==> src/hw/rtl/dsls_pkg.sv <==
// Shared types and constants for the DAC slope learning stepper.
// No dependencies; used by dsls_score_upd and the top level.
package dsls_pkg;

  typedef enum logic [1:0] {
    CMD_OBSERVE = 2'd0,
    CMD_LOAD    = 2'd1,
    CMD_SET_CLR = 2'd2,
    CMD_CLEAR   = 2'd3
  } cmd_t;

  localparam int DAC_RESET_LEVEL = 17922;
  localparam logic signed [8:0] SCORE_LIMIT   = 9'sd127;
  localparam logic signed [5:0] SCORE_STEP    = 6'sd4;
  localparam logic signed [5:0] SCORE_PENALTY = 6'sd16;
  localparam logic [33:0]       GROWTH_MARGIN = 34'd20;

endpackage

==> src/hw/rtl/dsls_score_upd.sv <==
// Score update unit: decay toward zero, add change, clamp to the score limit.
// Depends on dsls_pkg.
module dsls_score_upd (
  input  logic signed [7:0] score_i,
  input  logic signed [5:0] change_i,
  output logic signed [7:0] score_o
);

  logic signed [8:0] dec;
  logic signed [8:0] sum;

  always_comb begin
    dec = {score_i[7], score_i};
    if (score_i > 8'sd0) begin
      dec = dec - 9'sd1;
    end else if (score_i < 8'sd0) begin
      dec = dec + 9'sd1;
    end
    sum = dec + {{3{change_i[5]}}, change_i};
    if (sum > dsls_pkg::SCORE_LIMIT) begin
      score_o = 8'(dsls_pkg::SCORE_LIMIT);
    end else if (sum < -dsls_pkg::SCORE_LIMIT) begin
      score_o = 8'(-dsls_pkg::SCORE_LIMIT);
    end else begin
      score_o = sum[7:0];
    end
  end

endmodule

==> config.mk <==
export PLATFORM = sky130hd
export DESIGN_NAME = dsls_score_upd
export DESIGN_NICKNAME = d
export VERILOG_FILES = /design/src/hw/rtl/dsls_pkg.sv /design/src/hw/rtl/dsls_score_upd.sv
export SDC_FILE = /design/constraint.sdc
export NUM_CORES = 1
export LEC_CHECK = 0
export BUFFER_PORTS_ARGS = -buffer_cell sky130_fd_sc_hd__clkbuf_2
export CAP_MARGIN = 10
export CORE_MARGIN = 2
export CORE_UTILIZATION = 58
export DETAILED_ROUTE_END_ITERATION = 7
export GPL_TIMING_DRIVEN = 0
export PLACE_DENSITY = 0.86
export SETUP_SLACK_MARGIN = 0.4
export SLEW_MARGIN = 20
export SYNTH_ARGS = -nofsm -noshare
export SYNTH_HDL_FRONTEND = slang
export SYNTH_SLANG_ARGS = --single-unit
export TNS_END_PERCENT = 30
==> constraint.sdc <==
create_clock -name vclk -period 5.07
set_input_delay 0.507 -clock vclk [all_inputs]
set_output_delay 0.507 -clock vclk [all_outputs]
set_load 0.005 [all_outputs]
==> impl_metrics.yaml <==
drt:
  wirelength_um: 2099
  vias_per_cell: 6.050
  detailroute.via_count: 962
  postRouteAntennaNets: 0
  drt_pass1_iterations: 4
  drt_drc_violations_left: 0
  average_detailed_routed_wire_length_per_instance_um: 13.20
  drt_iter0_markers: 14
layout:
  final_layout_size_suffix_gt1_frac: 0.2517
  layout.area.seq_um2: 0
  mostFrequentLayoutCells: "sky130_fd_sc_hd__clkbuf_2, sky130_fd_sc_hd__ha_1, sky130_fd_sc_hd__nand2_1, sky130_fd_sc_hd__inv_1, sky130_fd_sc_hd__o21ai_0"
  leading_cell_type_in_the_layout_fill_and_taps_excluded: "sky130_fd_sc_hd__clkbuf_2"
  fin_area_um2: 1037
  nFlopsAndLatches: 0
  final_nets: 172
  layout.core_utilization: 0.6966
  area_growth_pct: 14.34
  final.clkbuf_count: 0
  finish.cell_count_without_fillers: 159
  antenna_cells_inserted: 0
worst_setup_path:
  worstSetupPathType: "input pin to output port"
  worstSetupEndpointType: "output port"
  worst_endpoint_required_time_ns: 4.56
  worst-endpoint-arrival_ns: 3.85
  cp_max_fo: 6
  startpoint_type: "input pin"
placement:
  numPortBuffers: 21
  globalplace.congestion: 0.8171
  detailedPlace.worstSlack_ns: 0.7103
  dp_hpwl_um: 1784
  dpl_cell_area_um2: 1032
  place.detailed.instances: 159
synthesis:
  synth_area_leader_cell: "sky130_fd_sc_hd__ha_1"
  synth_area_per_cell_um2: 7.435
  postSynthCellCount: 122
  synth_top_area_share: 0.1655
  netlist_top_cells_area: "sky130_fd_sc_hd__ha_1, sky130_fd_sc_hd__xor2_1, sky130_fd_sc_hd__nand2_1"
  synth.cell_area_um2: 907.1
  synthesis.yosys.warnings: 0
  synth_sequential_area_ratio: 0
  synth_fp_nets: 149
  yosysUniqueCellTypes: 50
die:
  initial_standard_cell_utilization_of_the_core: 0.6092
  design.die.area_um2: 1896
  pin_count: 22
  row_count: 14
  die_x_um: 43.55
  die-height_um: 43.55
  core_region_area_um2: 1489
global_routing:
  globalRoute.totalOverflow: 0
  globalRouteTotalUtil: 0.2275
  grt_antenna_before_repair: 0
  grt_pass1_vias: 882
  grt_max_degree: 11
  grt_first_pass_wirelength_um: 3553
flow_run:
  maxCapViolCount: 0
power:
  p_leak_uw: 0.0004862
  vdd_drop_max_mv: 0.08220
  p_per_area_nw_per_um2: 156.1
sta:
  report.final.hold_viol_count: 0
  finalSetupTns_ns: 0
  max_freq_ghz: 0.2296
  setup_viol_count_final: 0
  rsz0062_at_grt: "no"
  timing_worst_slew_pin_value_ns: 0.4445
  min_period_over_period: 0.8592
  period_needed_ns: 4.356
  slew_headroom: 0.7037
  finalMaxSlewViolations: 0
  final_critical_path_setup_slack_ns: 0.7139
hold_path:
  worstHoldPathType: "input pin to output port"
  worstHoldEndpoint: "score_o[1]"
  worstHoldStart: "change_i[1]"
  hold_depth: 5
clock_network:
  cts-hold-fix-buffers: 0
status:
  status: "finished, final reports clean"
## through the flow
step / power, uW / hold WS (ns)
after floorplan: 113.6 / 1.327
after global placement: 156.3 / 1.525
after detailed placement: 161.7 / 1.551
after CTS: 162.3 / 1.552
after global routing: 179.3 / 1.606
final: 161.9 / 1.548
## cell families (layout without fill, tap and decap cells)
group,Yosys count,in the layout,share of synthesized area
mux,1,1,0.01103
fa+ha+maj,15,15,0.2124
xor+xnor,8,8,0.09794
simple gates,46,46,0.3062
buf+inv,11,32,0.04688
compound gates,41,41,0.3255
## metal layers
layer / routed length, um / vias up / track usage
li1: - / 506 / -
met1: 943 / 446 / 0.2739
met3: 34 / 0 / 0.008333
met4: 0 / 0 / 0.01212
met2: 1121 / 10 / 0.4559
met5: 0 / - / 0
## power breakdown
group	leakage (uW)	switching, uW	total [uW]	internal [uW]
clock network	0	0	0	0
registers	0	0	0	0
logic	0.000486	87.3	162	74.5
total	0.000486	87.3	162	74.5
## synth_stat cells, drive strengths merged
library cell	instances
a211oi	2
and3	3
a2111o	1
a21o	3
mux2i	1
and2	2
clkbuf	1
nand3b	1
or3	3
buf	1
o21a	2
o32a	1
and3b	1
nor2	7
o21ai	11
nand2	11
or2	1
nor2b	1
o22a	1
nor3	3
o211ai	2
nand4	1
a21oi	6
ha	12
o221ai	1
inv	9
o311ai	1
nand2b	5
nand4bb	1
a211o	1
fa	1
o2111ai	1
nor4	2
nand3	2
xor2	6
a311o	2
xnor2	2
maj3	2
nor3b	2
o221a	1
a31oi	5
## worst max path at each step
stage	startpoint	endpoint	slack, ns	depth (start not counted)
floorplan	score_i[2]	score_o[1]	1.21	14
global placement	score_i[4]	score_o[2]	0.81	15
detailed placement	score_i[4]	score_o[1]	0.71	15
CTS	score_i[4]	score_o[1]	0.69	15
global route	score_i[4]	score_o[1]	0.44	15
finish	score_i[4]	score_o[1]	0.71	15
## area by class of cell
class                      count  area [um^2]
buffer                         2        8.758
fill                         141        451.7
inverter                       9        33.78
multi-input combinational    111        869.6
tap                           16        20.02
timing repair buffer          21        105.1
## timing repair
item,4_1_cts,5_1_grt
endpoints found under the setup margin,0,2
resized for setup,0,1
buffers inserted,0,0
## critical path, cell delays in order
cell and delay [ns]:
sky130_fd_sc_hd__clkbuf_2 0.15, sky130_fd_sc_hd__nor4_4 0.40, sky130_fd_sc_hd__nand3_2 0.22, sky130_fd_sc_hd__nand2b_1 0.23, sky130_fd_sc_hd__nor4_1 0.08, sky130_fd_sc_hd__a21o_1 0.17, sky130_fd_sc_hd__xor2_1 0.21, sky130_fd_sc_hd__ha_1 0.32
sky130_fd_sc_hd__a21o_1 0.26, sky130_fd_sc_hd__a311o_1 0.36, sky130_fd_sc_hd__or3_1 0.33, sky130_fd_sc_hd__nand4bb_1 0.22, sky130_fd_sc_hd__a21oi_1 0.22, sky130_fd_sc_hd__o21ai_1 0.08, sky130_fd_sc_hd__clkbuf_2 0.11
Note: power is estimated with default switching activity, not from simulation.
